[config.mk]
export PLATFORM = sky130hd
export DESIGN_NAME = quoted_argument_tokenizer_core
export DESIGN_NICKNAME = d
export VERILOG_FILES = /design/src/hw/rtl/qatc_pkg.sv /design/src/hw/rtl/quoted_argument_tokenizer_core.sv
export SDC_FILE = /design/constraint.sdc
export NUM_CORES = 1
export LEC_CHECK = 0
export ABC_AREA = 1
export BUFFER_PORTS_ARGS = -buffer_cell sky130_fd_sc_hd__buf_4
export CELL_PAD_IN_SITES_DETAIL_PLACEMENT = 0
export CELL_PAD_IN_SITES_GLOBAL_PLACEMENT = 1
export CORE_MARGIN = 4
export CORE_UTILIZATION = 38
export CTS_BUF_LIST = sky130_fd_sc_hd__clkbuf_4 sky130_fd_sc_hd__clkbuf_8 sky130_fd_sc_hd__clkbuf_16
export CTS_CLUSTER_DIAMETER = 80
export CTS_CLUSTER_SIZE = 30
export DETAILED_ROUTE_END_ITERATION = 10
export GPL_TIMING_DRIVEN = 0
export HOLD_SLACK_MARGIN = 0.1
export PLACE_DENSITY_LB_ADDON = 0.1
export SLEW_MARGIN = 15
export SYNTH_ARGS = -nofsm -noshare
export SYNTH_HDL_FRONTEND = slang
export SYNTH_SLANG_ARGS = --single-unit
[constraint.sdc]
create_clock -name clock -period 4.3 [get_ports clock]
set_input_delay 0.86 -clock clock [delete_from_list [all_inputs] [get_ports clock]]
set_output_delay 0.86 -clock clock [all_outputs]
set_load 0.05 [all_outputs]
[src/hw/rtl/qatc_pkg.sv]
package qatc_pkg;

   localparam int MAX_TOKENS  = 16;
   localparam int TOKEN_CHARS = 256;
   localparam int CHAR_W      = $clog2(TOKEN_CHARS);
   localparam int TOK_W       = $clog2(MAX_TOKENS + 1);

   // Most words one input can cause, and the result queue that holds them.
   localparam int MAX_RESULTS = 3;
   localparam int FIFO_DEPTH  = 4;
   localparam int PTR_W       = $clog2(FIFO_DEPTH);
   localparam int CNT_W       = $clog2(FIFO_DEPTH + 1);
   localparam int NCNT_W      = $clog2(MAX_RESULTS + 1);

   localparam int REQ_DATA_W  = 8;
   localparam int RSP_DATA_W  = 32;
   localparam int RSP_USER_W  = 2;

   localparam logic [7:0] CHR_SQUOTE    = 8'h27;
   localparam logic [7:0] CHR_DQUOTE    = 8'h22;
   localparam logic [7:0] CHR_BACKSLASH = 8'h5C;
   localparam logic [7:0] CHR_SPACE     = 8'h20;
   localparam logic [7:0] CHR_TAB       = 8'h09;
   localparam logic [7:0] CHR_CR        = 8'h0D;

   typedef enum logic [1:0] {
      QUOTE_NONE,
      QUOTE_SINGLE,
      QUOTE_DOUBLE
   } quote_type;

   typedef enum logic [RSP_USER_W-1:0] {
      KIND_CHAR,
      KIND_END,
      KIND_FINISH
   } kind_type;

   typedef struct packed {
      kind_type    kind;
      logic [7:0]  char_out;
      logic [3:0]  token_index;
      logic [7:0]  char_pos;
      logic [4:0]  token_total;
      logic        last;
   } rsp_word_type;

   function automatic logic is_ws(input logic [7:0] b);
      return (b == CHR_SPACE) || ((b >= CHR_TAB) && (b <= CHR_CR));
   endfunction

   function automatic quote_type quote_code(input logic [7:0] b);
      quote_type q;
      q = QUOTE_NONE;
      if (b == CHR_SQUOTE) q = QUOTE_SINGLE;
      else if (b == CHR_DQUOTE) q = QUOTE_DOUBLE;
      return q;
   endfunction

   function automatic rsp_word_type make_word(input kind_type         kind,
                                              input logic [7:0]       ch,
                                              input logic [TOK_W-1:0] idx,
                                              input logic [CHAR_W-1:0] pos,
                                              input logic [TOK_W-1:0] total);
      rsp_word_type w;
      w.kind        = kind;
      w.char_out    = ch;
      w.token_index = 4'(idx);
      w.char_pos    = 8'(pos);
      w.token_total = 5'(total);
      w.last        = 1'b0;
      return w;
   endfunction

endpackage

[src/hw/rtl/quoted_argument_tokenizer_core.sv]
// Shell-style argument splitter, one byte per input word.
// Input channel req_*: tdata carries a byte, tlast marks the end of the string
// (byte ignored); the end word flushes the open token and reports the count.
// Result channel rsp_*: tuser is the word kind (character, token ended, string
// finished), tlast marks the last result word caused by one input word.
// Each input word updates the tokenizer state in the cycle it is accepted and
// pushes zero to three result words into a four-entry result queue; the first
// of them is offered on rsp_* from the queue once the older words have left it.
// Throughput: one input word per cycle as long as the receiver takes every word
// and each byte yields at most one result word, since the queue drains one word per
// cycle. A word that yields two or three results (three: end of string with an open
// token and a pending backslash) holds the input until the queue has room again.
// req_tready is high while the queue has room for three words. When the receiver
// stalls, the queue fills and req_tready drops; nothing is lost. Reset clears
// quoting, escape, counters and the queue, so req_tready is high once it is released.
module quoted_argument_tokenizer_core
   import qatc_pkg::*;
(
   input  logic                  clock,
   input  logic                  reset,
   input  logic                  req_tvalid,
   output logic                  req_tready,
   input  logic [REQ_DATA_W-1:0] req_tdata,   // [7:0] byte_in
   input  logic                  req_tlast,   // is_end
   output logic                  rsp_tvalid,
   input  logic                  rsp_tready,
   output logic [RSP_DATA_W-1:0] rsp_tdata,   // [7:0] char_out, [11:8] token_index,
                                              // [19:12] char_pos, [24:20] token_total
   output logic [RSP_USER_W-1:0] rsp_tuser,   // [1:0] kind
   output logic                  rsp_tlast    // last_of_run
);

   localparam logic [CHAR_W-1:0] CHAR_LAST = CHAR_W'(TOKEN_CHARS - 1);
   localparam logic [TOK_W-1:0]  TOK_LIMIT = TOK_W'(MAX_TOKENS);

   quote_type           quote_ff, quote_in;
   logic                in_token_ff, in_token_in;
   logic                escape_ff, escape_in;
   logic [TOK_W-1:0]    token_count_ff, token_count_in;
   logic [CHAR_W-1:0]   char_count_ff, char_count_in;

   rsp_word_type        mem_ff [FIFO_DEPTH];
   logic [PTR_W-1:0]    wr_ptr_ff, wr_ptr_in;
   logic [PTR_W-1:0]    rd_ptr_ff, rd_ptr_in;
   logic [CNT_W-1:0]    count_ff, count_in;

   rsp_word_type        res [MAX_RESULTS];
   logic [NCNT_W-1:0]   nres;
   logic                accept, pop, plain;
   quote_type           qc;
   logic [7:0]          b;
   rsp_word_type        head;

   assign accept = req_tvalid && req_tready;
   assign pop    = rsp_tvalid && rsp_tready;
   assign b      = req_tdata[7:0];
   assign qc     = quote_code(b);

   always_comb begin
      quote_in       = quote_ff;
      in_token_in    = in_token_ff;
      escape_in      = escape_ff;
      token_count_in = token_count_ff;
      char_count_in  = char_count_ff;
      nres           = '0;
      plain          = 1'b0;
      for (int i = 0; i < MAX_RESULTS; i++) begin
         res[i] = '0;
      end

      if (req_tlast) begin
         if (in_token_ff) begin
            // a backslash still waiting for its next byte is kept literally
            if (escape_ff && (char_count_in != CHAR_LAST)) begin
               res[nres] = make_word(KIND_CHAR, CHR_BACKSLASH, token_count_in,
                                     char_count_in, '0);
               nres = nres + NCNT_W'(1);
               char_count_in = char_count_in + CHAR_W'(1);
            end
            res[nres] = make_word(KIND_END, '0, token_count_in, char_count_in, '0);
            nres = nres + NCNT_W'(1);
            token_count_in = token_count_in + TOK_W'(1);
         end
         res[nres] = make_word(KIND_FINISH, '0, '0, '0, token_count_in);
         nres = nres + NCNT_W'(1);
         quote_in       = QUOTE_NONE;
         in_token_in    = 1'b0;
         escape_in      = 1'b0;
         token_count_in = '0;
         char_count_in  = '0;
      end else begin
         plain = 1'b1;
         if (escape_ff) begin
            escape_in = 1'b0;
            if ((b == CHR_BACKSLASH) || ((quote_ff != QUOTE_NONE) && (qc == quote_ff))) begin
               plain = 1'b0;
               if (char_count_in != CHAR_LAST) begin
                  res[nres] = make_word(KIND_CHAR, b, token_count_in, char_count_in, '0);
                  nres = nres + NCNT_W'(1);
                  char_count_in = char_count_in + CHAR_W'(1);
               end
            end else if (char_count_in != CHAR_LAST) begin
               res[nres] = make_word(KIND_CHAR, CHR_BACKSLASH, token_count_in,
                                     char_count_in, '0);
               nres = nres + NCNT_W'(1);
               char_count_in = char_count_in + CHAR_W'(1);
            end
         end

         if (plain) begin
            if (!in_token_in && !is_ws(b) && (token_count_in < TOK_LIMIT)) begin
               in_token_in   = 1'b1;
               char_count_in = '0;
               quote_in      = QUOTE_NONE;
            end
            if (in_token_in) begin
               if ((quote_in == QUOTE_NONE) && is_ws(b)) begin
                  res[nres] = make_word(KIND_END, '0, token_count_in, char_count_in, '0);
                  nres = nres + NCNT_W'(1);
                  token_count_in = token_count_in + TOK_W'(1);
                  in_token_in    = 1'b0;
                  quote_in       = QUOTE_NONE;
                  char_count_in  = '0;
               end else if ((qc != QUOTE_NONE) && (quote_in == QUOTE_NONE)) begin
                  quote_in = qc;
               end else if ((qc != QUOTE_NONE) && (quote_in == qc)) begin
                  quote_in = QUOTE_NONE;
               end else if (b == CHR_BACKSLASH) begin
                  escape_in = 1'b1;
               end else if (char_count_in != CHAR_LAST) begin
                  res[nres] = make_word(KIND_CHAR, b, token_count_in, char_count_in, '0);
                  nres = nres + NCNT_W'(1);
                  char_count_in = char_count_in + CHAR_W'(1);
               end
            end
         end
      end

      // flag the final word of this input
      for (int i = 0; i < MAX_RESULTS; i++) begin
         res[i].last = (NCNT_W'(i) == nres - NCNT_W'(1));
      end
   end

   always_comb begin
      wr_ptr_in = wr_ptr_ff;
      rd_ptr_in = rd_ptr_ff;
      count_in  = count_ff;
      if (accept) begin
         wr_ptr_in = wr_ptr_ff + PTR_W'(nres);
         count_in  = count_in + CNT_W'(nres);
      end
      if (pop) begin
         rd_ptr_in = rd_ptr_ff + PTR_W'(1);
         count_in  = count_in - CNT_W'(1);
      end
   end

   always_ff @(posedge clock) begin
      if (reset) begin
         quote_ff       <= QUOTE_NONE;
         in_token_ff    <= 1'b0;
         escape_ff      <= 1'b0;
         token_count_ff <= '0;
         char_count_ff  <= '0;
         wr_ptr_ff      <= '0;
         rd_ptr_ff      <= '0;
         count_ff       <= '0;
      end else begin
         if (accept) begin
            quote_ff       <= quote_in;
            in_token_ff    <= in_token_in;
            escape_ff      <= escape_in;
            token_count_ff <= token_count_in;
            char_count_ff  <= char_count_in;
         end
         wr_ptr_ff <= wr_ptr_in;
         rd_ptr_ff <= rd_ptr_in;
         count_ff  <= count_in;
      end
   end

   always_ff @(posedge clock) begin
      if (accept) begin
         for (int i = 0; i < MAX_RESULTS; i++) begin
            if (NCNT_W'(i) < nres) begin
               mem_ff[wr_ptr_ff + PTR_W'(i)] <= res[i];
            end
         end
      end
   end

   assign req_tready = (count_ff <= CNT_W'(FIFO_DEPTH - MAX_RESULTS));
   assign rsp_tvalid = (count_ff != '0);
   assign head       = mem_ff[rd_ptr_ff];
   assign rsp_tuser  = head.kind;
   assign rsp_tlast  = head.last;
   assign rsp_tdata  = RSP_DATA_W'({head.token_total, head.char_pos,
                                    head.token_index, head.char_out});

endmodule

## After elaboration in Yosys (flattened, before gate mapping)

Memory sizes are Yosys's and may differ from the RTL's. A register that Yosys moved wholly into a read port is not among the register bits.
Index checks and enable logic that the tools add are counted.

- RAM bits: 112
- Memories: 1
- Output and inout bits: 37
- Bits of input ports: 13
- Logic and storage cells: 182
- Flip-flop bits (word level): 24

Memories:

| name | depth | bits a word | rd ports | clocked after memory_dff | wr ports | RTL line | RTL |
|---|---|---|---|---|---|---|---|
| mem_ff | 4 | 28 | 1 | 1 | 3 | quoted_argument_tokenizer_core.sv:42 | `rsp_word_type mem_ff [FIFO_DEPTH];` |

- Reductions and logical operators: 27
- Bitwise operators: 3
- Magnitude comparators: 13
- Eq/ne operators: 10
- Multiplexer cells: 107
- Add/subtract/negate cells: 13

Operators by type and width:

| cell | number |
|---|---|
| $mux W84 | 10 |
| $bwmux W84 | 4 |
| $mux W28 | 8 |
| $demux W28 S2 | 3 |
| $mux W8 | 16 |
| $mux W2 | 26 |
| $mux W25 | 2 |
| $mux W5 | 6 |
| $mux W1 | 29 |
| $mux W26 | 1 |
| $eq A8 B6 Y1 const B | 3 |
| $add A8 B1 Y8 const B | 2 |
| $ne A8 B8 Y1 const B | 2 |
| $logic_and A1 B1 Y1 | 13 |
| $add A2 B1 Y2 const B | 5 |
| $reduce_bool A2 Y1 | 5 |
| $ge A3 B3 Y1 const B | 3 |
| $lt A3 B1 Y1 const B | 3 |
| $not A2 Y3 | 3 |
| $eq A8 B7 Y1 const B | 1 |
| $ge A8 B4 Y1 const B | 1 |
| $le A8 B4 Y1 const B | 1 |
| $mux W3 | 2 |
| $add A5 B1 Y5 const B | 1 |
| 18 further kinds | 23 |

## Logic depth before layout (Yosys ltp)

Gate-level depths: netlist of run 1.

- Word-level depth: 24
- Depth in mapped cells: 29
- Mapped depth without buffers: 28

## Least setup slack after synthesis of run 1

OpenSTA, ideal clock, no wires.

- Path type: in2reg
- Start point: in req_tdata[6]
- End point: mem mem_ff[0][0] (netlist bit) (enable)
- Data arrival time: 3.781 ns
- Setup time: 0.525 ns
- Setup slack: -0.006 ns
- Stages: 20
- Data required time: 3.775 ns
- Path buffers: 2
- Path through: inv_1 -> nand2_1 -> nor2_4 -> nand2_2 -> nand3_2 -> buf_6 -> nand2_1 -> inv_1 -> ha_1 -> nand2_1 -> nor2_1 -> nand3_1 -> ha_1 -> nand3_1 -> nand2_1 -> nand2_2 -> nand2_8 -> nand3_4 -> buf_1 -> nand3_1

RTL lines:

| what | RTL line | RTL |
|---|---|---|
| start: declaration | quoted_argument_tokenizer_core.sv:23 | `input logic [REQ_DATA_W-1:0] req_tdata,` |
| end: declaration | quoted_argument_tokenizer_core.sv:42 |  |

## Worst setup path after layout of run 1

- Start point: reg char_count_ff[1]
- End point: reg count_ff[2]

- Cells in the longest elaborated chain, start to end: 19
- Elaborated cells between the ends (all ways): 32
- Classes of those cells: add/sub: 6; eq/ne: 2; mux: 23; reduce/logical: 1

RTL lines:

| what | RTL line | RTL |
|---|---|---|
| start: declaration | quoted_argument_tokenizer_core.sv:40 | `logic [CHAR_W-1:0] char_count_ff, char_count_in;` |
| start signal: assignment | quoted_argument_tokenizer_core.sv:175 | `char_count_ff <= char_count_in;` |
| $add A8 B1 Y8 or $ne A8 B8 Y1 (tied branches) | -- |  |
| $mux W8 | quoted_argument_tokenizer_core.sv:97, quoted_argument_tokenizer_core.sv:102 |  |
| $mux W8 | quoted_argument_tokenizer_core.sv:93 | `if (escape_ff) begin` |
| $mux W8 | quoted_argument_tokenizer_core.sv:111 | `if (!in_token_in && !is_ws(b) && (token_count_in < TOK_LIMIT)) begin` |
| $mux W8 | quoted_argument_tokenizer_core.sv:110 | `if (plain) begin` |
| $mux W8 | quoted_argument_tokenizer_core.sv:71 | `if (req_tlast) begin` |
| $ne A8 B8 Y1 | quoted_argument_tokenizer_core.sv:130 | `end else if (char_count_in != CHAR_LAST) begin` |
| $mux W2 | quoted_argument_tokenizer_core.sv:130 |  |
| (+3 left out) | -- |  |
| $mux W2 | quoted_argument_tokenizer_core.sv:117 | `if ((quote_in == QUOTE_NONE) && is_ws(b)) begin` |
| $mux W2 | quoted_argument_tokenizer_core.sv:116 | `if (in_token_in) begin` |
| $mux W2 | quoted_argument_tokenizer_core.sv:110 |  |
| $mux W2 (*) | quoted_argument_tokenizer_core.sv:71 |  |
| $add A3 B2 Y3 (*) | quoted_argument_tokenizer_core.sv:151 | `count_in = count_in + CNT_W'(nres);` |
| $mux W3 (*) | quoted_argument_tokenizer_core.sv:149 | `if (accept) begin` |
| $sub A3 B1 Y3 | quoted_argument_tokenizer_core.sv:155 | `count_in = count_in - CNT_W'(1);` |
| $mux W3 (*) | quoted_argument_tokenizer_core.sv:153 | `if (pop) begin` |
| end signal: assignment | quoted_argument_tokenizer_core.sv:179 | `count_ff <= count_in;` |
| end: declaration | quoted_argument_tokenizer_core.sv:45 | `logic [CNT_W-1:0] count_ff, count_in;` |

Every way passes the cells marked *; elsewhere a longest branch is shown, timed or not. The select of a mux whose other input is x is not followed.
A chain may end at the register's enable or synchronous reset.

==> results.tsv, run 1 <==
stage	metric	value	unit
outcome	outcome	finished clean	
route	drc_errors	0	
global_routing	grt_max_degree	29	
critical_path	r2r_cells	28	
clock_tree	cts_root_buf	clkbuf_16	
global_routing	grt_pass1_wl	52990	µm
sta	hold_viol	0	
yosys	yosys-top-cells-area	edfxtp_1 37%, nand2_1 17%, nor2_1 6.8%, dfxtp_1 5.7%, a21oi_1 5.2%	
power_and_ir_drop	p_int	3.128	mW
power_and_ir_drop	cellLeakagePower	4.554	nW
die	row_count	56	
yosys	syn_inst	1263	
route	routed_wl	35790	µm
route	first_pass_iters	5	
yosys	synth_area	9107	µm²
sta	finalSetupTns	0	ps
yosys	synth_top_area_cell	edfxtp_1	
yosys	synthSimpleGateAreaFrac	33.21	%
yosys	synth_cell_types	42	
yosys	synth_ff_type	edfxtp_1	
critical_path	crit_type	flip-flop to flip-flop	
clock_tree	cts_sinks	138	
global_routing	antenna_found_initial	0	
critical_path	cpMostUsedCell	nand2_1	
global_routing	globalRouteOverflowTotal	0	
min_path	hold_path_class	flip-flop to flip-flop	
yosys	yosysTopAreaCellShare	36.93	%
placement	placed_cells	1628	
final_layout	n_fill_cell	2496	
global_routing	grt_pass1_vias	8429	
yosys	yosysMostFrequentCell	nand2_1	
final_layout	n_antenna_cell	0	
sta	rsz0062_at_grt	yes	
critical_path	timing.rr.start	char_count_ff[1]$_SDFFE_PP0P_	
route	highest_layer	met4	
final_layout	drive_gt1_share	15.31	%
critical_path	end_kind	flip-flop	
flow_run	drv_cap	0	
die	io_pins	50	
critical_path	arrival	4470	ps
sta	final_max_slew_viol_count	0	
min_path	min_to	rd_ptr_ff[1]$_SDFFE_PP0P_	
power_and_ir_drop	p_clk_share	27.3	%
power_and_ir_drop	p_per_area	512.1	nW/µm²
power_and_ir_drop	swShare	43.38	%
sta	min_period_over_period	96.60	%
placement	place_area	9854	µm²
yosys	synth-compound-area-share	13.83	%
final_layout	nets	1370	
power_and_ir_drop	pwr-share-comb	41.1	%
critical_path	worstPathRequired	4610	ps
route	drtIter0Drc	874	
clock_tree	clk_pin_slew_worst_paths	70	ps
yosys	synth_top_family_by_area	simple AND/OR/NAND/NOR gates	
placement	hpwlAfterDp	24390	µm
sta	fin_skew	11.23	ps
critical_path	cpPeakStageDelay	490	ps
yosys	syn_avg_cell_area	7.211	µm²
sta	slew_headroom	36.12	%
final_layout	fin_util	45.82	%
die	die-area	26510	µm²
die	die_w	162.8	µm
power_and_ir_drop	seqPwrFrac	31.6	%
yosys	ys_seq_area_share	42.64	%
yosys	synthAdderAreaFrac	1.594	%
placement	place.gp.congestion	0.9201	
clock_tree	clock_path_buffers	2	
sta	min_period	4154	ps
route	viasPerCell	5.367	
power_and_ir_drop	max-vdd-ir-drop	0.2526	mV
power_and_ir_drop	switchingPower	2.396	mW
yosys	async_flop_share	0	%
yosys	ys_warn_count	0	
yosys	ys_ff_latch	138	
yosys	synth_commonest_cells	412 x nand2_1, 165 x nor2_1, 112 x edfxtp_1, 94 x a21oi_1, 89 x o21ai_0	
placement	port_buffers	40	
route	wl_per_cell	21.33	µm
clock_tree	htreeDepth	4	
clock_tree	cts_buffers	17	
route	dr_wl_met2	16480	µm
die	start_util	38.69	%
yosys	synth-xor-area-share	0.5770	%
die	core_area	23540	µm²
min_path	hold_depth	2	
route	vias	9006	
sta	tightest_slew	949.4	ps
critical_path	path_max_fanout	6	
sta	setup_violations	0	
yosys	synth_mux_area_share	0.2198	%
clock_tree	cts_tree	yes	
final_layout	syn2layout_area_growth	18.44	%
final_layout	final_cells	1678	
die	die_h	162.8	µm
min_path	hp-start	rd_ptr_ff[1]$_SDFFE_PP0P_	
route	wl_met3	2883	µm
critical_path	critPathSlowestCell	fa_1	
critical_path	start_kind	flip-flop	
route	ant_nets	0	
critical_path	reg2reg_to	count_ff[2]$_SDFF_PP0_	
final_layout	finish.instance_area	10790	µm²
route	wl_met1	15330	µm
global_routing	gr-usage-all-layers	27.00	%
critical_path	r2r_setup_slack	150	ps
clock_tree	worst_skew_pair.late_latency	430	ps
yosys	synth_edf_count	112	
sta	maxClockFrequency	240.7	MHz
## worst max-delay path: cells and delay by family (launching register included)
family | cells | cell delay [ps]
compound gates | 4 | 380
fa+ha+maj | 7 | 1740
flops | 1 | 370
buf+inv | 3 | 250
simple gates | 14 | 1250
## logic make-up (layout without fill, tap and decap cells)
family / count (synthesis) / after routing
buf+inv: 159 / 245
compound gates: 235 / 235
xor+xnor: 6 / 6
fa+ha+maj: 11 / 11
mux: 2 / 2
other cells: 1 / 7
simple gates: 711 / 715
flops: 138 / 138
## cell usage in the layout, fill, tap and decap left out, drive strengths merged, types with 2 or more instances in the layout
cell type	count
edfxtp	112
bufinv	2
o22ai	33
a31oi	4
a211oi	2
nor2	174
nand2	433
nor3	4
conb	7
inv	92
a21oi	97
mux2i	2
nand3	86
o21ai	97
ha	10
buf	91
clkbuf	49
or2	2
nor4	5
nand4	10
clkinv	10
dfxtp	26
xor2	6
## worst max-delay path by stage
stage	start	endpoint	cells past startpoint
global placement	req_tdata[6]	mem_ff[0][14]$_SDFFCE_PP0P_	21
floorplan	req_tdata[6]	count_ff[2]$_SDFF_PP0_	27
CTS	char_count_ff[1]$_SDFFE_PP0P_	mem_ff[2][26]$_SDFFCE_PP0P_	21
finish	char_count_ff[1]$_SDFFE_PP0P_	count_ff[2]$_SDFF_PP0_	28
global route	char_count_ff[0]$_SDFFE_PP0P_	count_ff[2]$_SDFF_PP0_	28
detailed placement	req_tdata[6]	mem_ff[0][14]$_SDFFCE_PP0P_	21
## per-stage QoR
step                      total power [mW]  hold slack (ps)  worst slack [ps]
after floorplan                      3.204            436.2             10.01
after global placement               3.949            455.4             -1139
after detailed placement             3.954            460.2             -1101
after CTS                            5.499            471.1             1.507
after global routing                 5.761            503.8            -72.24
final                                5.523            464.3             146.1
## flip-flops by register name (all words and copies together) (netlist names), named ones only
signal          flops
char_count_ff       8
count_ff            3
escape_ff           1
in_token_ff         1
mem_ff            112
quote_ff            2
rd_ptr_ff           2
token_count_ff      5
wr_ptr_ff           2
## layer usage
metal	global-route usage (%)	vias to the layer above
li1	-	4366
met4	8.921	0
met3	4.935	71
met2	43.79	379
met1	36.60	4190
met5	0	-
## layout make-up
cell class	instances	area, µm²	area share (%)
buffer	68	392.9	3.642
clock buffer	18	432.9	4.013
clock inverter	14	162.7	1.508
inverter	91	344.1	3.190
multi-input combinational	976	4755	44.08
sequential	138	3895	36.11
tap	319	399.1	3.700
timing repair buffer	54	405.4	3.758
## repair_timing
item                       CTS  global route
hold endpoints to repair     0             0
pin swaps                    6             6
setup buffers                5             9
cloned                       3             1
resized for setup           31            18
hold buffers                 0             0
setup endpoints to repair  173           114
## power by group through the flow
stage                     Sequential, mW  Clock, mW  Combinational [mW]
after floorplan                     1.76          0                1.45
after CTS                           1.75       1.52                2.24
after detailed placement            1.78          0                2.17
after global placement              1.78          0                2.17
final                               1.75       1.51                2.27
after global routing                1.76       1.58                2.42
Power figures use the tool's default switching activity.
==> run 2: changes to the inputs <==
--- a/config.mk
+++ b/config.mk
@@ -18,6 +18,7 @@
 export GPL_TIMING_DRIVEN = 0
 export HOLD_SLACK_MARGIN = 0.1
 export PLACE_DENSITY_LB_ADDON = 0.1
+export SETUP_SLACK_MARGIN = 0.15
 export SLEW_MARGIN = 15
 export SYNTH_ARGS = -nofsm -noshare
 export SYNTH_HDL_FRONTEND = slang
==> constraint.sdc (replaced) <==
create_clock -name clock -period 5.2 [get_ports clock]
set_input_delay 1.04 -clock clock [delete_from_list [all_inputs] [get_ports clock]]
set_output_delay 1.04 -clock clock [all_outputs]
set_load 0.05 [all_outputs]
==> results.tsv, run 2 (synthesis gave the netlist of run 1 again) <==
stage	metric	value	unit	change
outcome	outcome	finished clean		
sta	fin_skew	17.14	ps	+5.916 ps
clock_tree	cts_sinks	138		unchanged
critical_path	end_kind	flip-flop		
clock_tree	hold_buffers	0		unchanged
die	io_pins	50		unchanged
final_layout	final_cells	1666		-0.72%
critical_path	crit_chain	buf_4, inv_1, nand2_1, nor2_4, nand2_2, nand3_2, buf_6, nand2_1, inv_1, ha_2, nand2_1, nor2_2, nand3_2, ha_1, nand3_1, nand2_1, nand2_2, nand2_8, nand3_4, clkbuf_1, nand3_4, buf_16		
critical_path	r2r_cells	22		-21%
placement	hpwlAfterDp	24670	µm	+1.1%
clock_tree	worst_skew_pair.late_latency	440	ps	about the same
power_and_ir_drop	max-vdd-ir-drop	0.3130	mV	+24%
sta	tightest_slew	1029	ps	+79.48 ps
die	die_w	162.8	µm	unchanged
clock_tree	clock_path_buffers	2		unchanged
route	vias	8883		-1.4%
final_layout	nets	1358		-0.88%
clock_tree	cts_root_buf	clkbuf_16		
route	drc_errors	0		unchanged
critical_path	cpPeakStageDelay	600	ps	+110 ps
sta	rsz0062_at_grt	no		
sta	maxClockFrequency	215.0	MHz	
critical_path	worstPathRequired	5380	ps	+770 ps
route	viasPerCell	5.332		-0.66%
clock_tree	cts_tree	yes		
sta	final_max_slew_viol_count	0		unchanged
critical_path	start_kind	primary input		
die	die_h	162.8	µm	unchanged
route	routed_wl	34060	µm	-4.8%
flow_run	drv_cap	0		unchanged
final_layout	n_antenna_cell	0		unchanged
sta	hold_viol	0		unchanged
route	wl_per_cell	20.45	µm	-4.1%
critical_path	r2r_setup_slack	560	ps	+410 ps
final_layout	n_fill_cell	2502		+0.24%
power_and_ir_drop	cellLeakagePower	4.450	nW	-2.3%
clock_tree	cts_buffers	17		unchanged
final_layout	layout_commonest_cell	nand2_1		
power_and_ir_drop	p_per_area	420.3	nW/µm²	-18%
critical_path	path_max_fanout	16		+10
critical_path	crit_type	primary input to flip-flop		
route	drtIter0Drc	902		+3.2%
final_layout	largest_register	mem_ff		
placement	preCtsSetupSlack	-241.8	ps	+859.4 ps
sta	min_period_over_period	89.43	%	
route	first_pass_iters	5		unchanged
final_layout	layout_common_cells	412 x nand2_1, 162 x nor2_1, 112 x edfxtp_1		
global_routing	grt_max_degree	18		-38%
clock_tree	clk_pin_slew_worst_paths	70	ps	about the same
die	core_area	23540	µm²	unchanged
critical_path	worstSetupEndpoint	mem_ff[2][10]$_SDFFCE_PP0P_		
sta	min_period	4650	ps	
die	row_count	56		unchanged
critical_path	timing.rr.start	char_count_ff[0]$_SDFFE_PP0P_		
sta	finalSetupTns	0	ps	unchanged
die	die-area	26510	µm²	unchanged
critical_path	crit_start	req_tdata[6]		
final_layout	syn2layout_area_growth	16.68	%	
global_routing	gr-usage-all-layers	25.95	%	-1.0 points
global_routing	grt_pass1_wl	51100	µm	-3.6%
clock_tree	htreeDepth	4		unchanged
sta	slew_headroom	30.78	%	-5.3 points
placement	port_buffers	40		unchanged
critical_path	cpLargestDelayFamily	simple AND/OR/NAND/NOR gates		
placement	placed_cells	1632		+0.25%
final_layout	largest_reg_flops	112		unchanged
global_routing	antenna_found_initial	0		unchanged
global_routing	globalRouteOverflowTotal	0		unchanged
die	start_util	38.69	%	unchanged
route	ant_nets	0		unchanged
min_path	hold_path_class	flip-flop to flip-flop		
placement	place.gp.congestion	0.9223		+0.24%
critical_path	cpMostUsedCell	nand2_1		
critical_path	crit_buf_inv	6		+3
critical_path	critical_path_depth	22		-21%
min_path	hold_depth	2		unchanged
final_layout	reg_top3	mem_ff: 112 flops, char_count_ff: 8 flops, token_count_ff: 5 flops		
sta	setup_violations	0		unchanged
critical_path	arrival	4830	ps	+360 ps
sta	finalWorstSetupSlack	549.6	ps	+403.5 ps
global_routing	grt_pass1_vias	8430		+0.012%
critical_path	reg2reg_to	mem_ff[2][10]$_SDFFCE_PP0P_		
final_layout	drive_gt1_share	13.29	%	-2.0 points
critical_path	critPathSlowestCell	clkbuf_1		
-- run 2: changes by cell type in the layout (fill, tap and decap cells not counted), moves of 3 or more --
cell | before | now
nand3_4 | 12 | 8
buf_4 | 66 | 53
dfxtp_1 | 21 | 24
nand2_1 | 409 | 412
buf_16 | 0 | 4
ha_4 | 3 | 0
clkbuf_2 | 4 | 1
-- run 2: worst min path at each step --
stage	start	slack, ps	end
after floorplan	rd_ptr_ff[1]$_SDFFE_PP0P_	440	flip-flop
after global placement	rd_ptr_ff[1]$_SDFFE_PP0P_	460	rd_ptr_ff[1]$_SDFFE_PP0P_
after detailed placement	rd_ptr_ff[1]$_SDFFE_PP0P_	470	flip-flop
after CTS	rd_ptr_ff[1]$_SDFFE_PP0P_	480	rd_ptr_ff[1]$_SDFFE_PP0P_
after global routing	rd_ptr_ff[1]$_SDFFE_PP0P_	510	rd_ptr_ff[1]$_SDFFE_PP0P_
final	rd_ptr_ff[1]$_SDFFE_PP0P_	480	rd_ptr_ff[1]$_SDFFE_PP0P_
-- run 2: worst min-delay path, cell delays in order, from the launching register on --
cell	delay, ps
dfxtp_1	300
inv_1	50
a21oi_1	70
-- run 2: power breakdown --
| group | switching (mW) | leakage [nW] | total (mW) | internal, mW |
|---|---|---|---|---|
| registers | 0.0570 | 1.27 | 1.45 | 1.39 |
| logic | 1.35 | 2.92 | 1.83 | 0.480 |
| clock network | 0.556 | 0.266 | 1.18 | 0.628 |
-- run 2: layout make-up --
type,count,area (µm²),area share (%)
repair buffers,46,425.4,4.003
well taps,319,399.1,3.756
multi-input cells,972,4626,43.53
clock buffers,17,425.4,4.003
plain buffers,68,382.9,3.603
clock inverters,15,135.1,1.272
flip-flops and latches,138,3889,36.59
inverters,91,344.1,3.238
-- run 2: what timing repair did --
| item | 4_1_cts | 5_1_grt |
|---|---|---|
| endpoints found under the setup margin | 90 | 102 |
| pin swaps | 0 | 1 |
| setup buffers | 0 | 2 |
| gates resized for setup | 7 | 15 |
| cloned | 0 | 0 |
-- run 2: through the flow --
step	hold slack [ps]	cell area (µm²)	power, mW	util [%]
2_1_floorplan	436.2	9130	2.650	-
3_3_place_gp	455.2	9829	3.250	41.75
3_5_place_dp	468.3	9960	3.288	42.30
4_1_cts	481.0	10560	4.466	44.86
5_1_grt	508.0	10630	4.676	45.14
6_report	475.8	10630	4.466	45.14
-- run 2: layer usage --
metal	routed length (µm)	global-route usage, %
met3	2338	3.999
met5	0	0
met1	14790	35.37
met4	1191	10.48
met2	15740	41.47
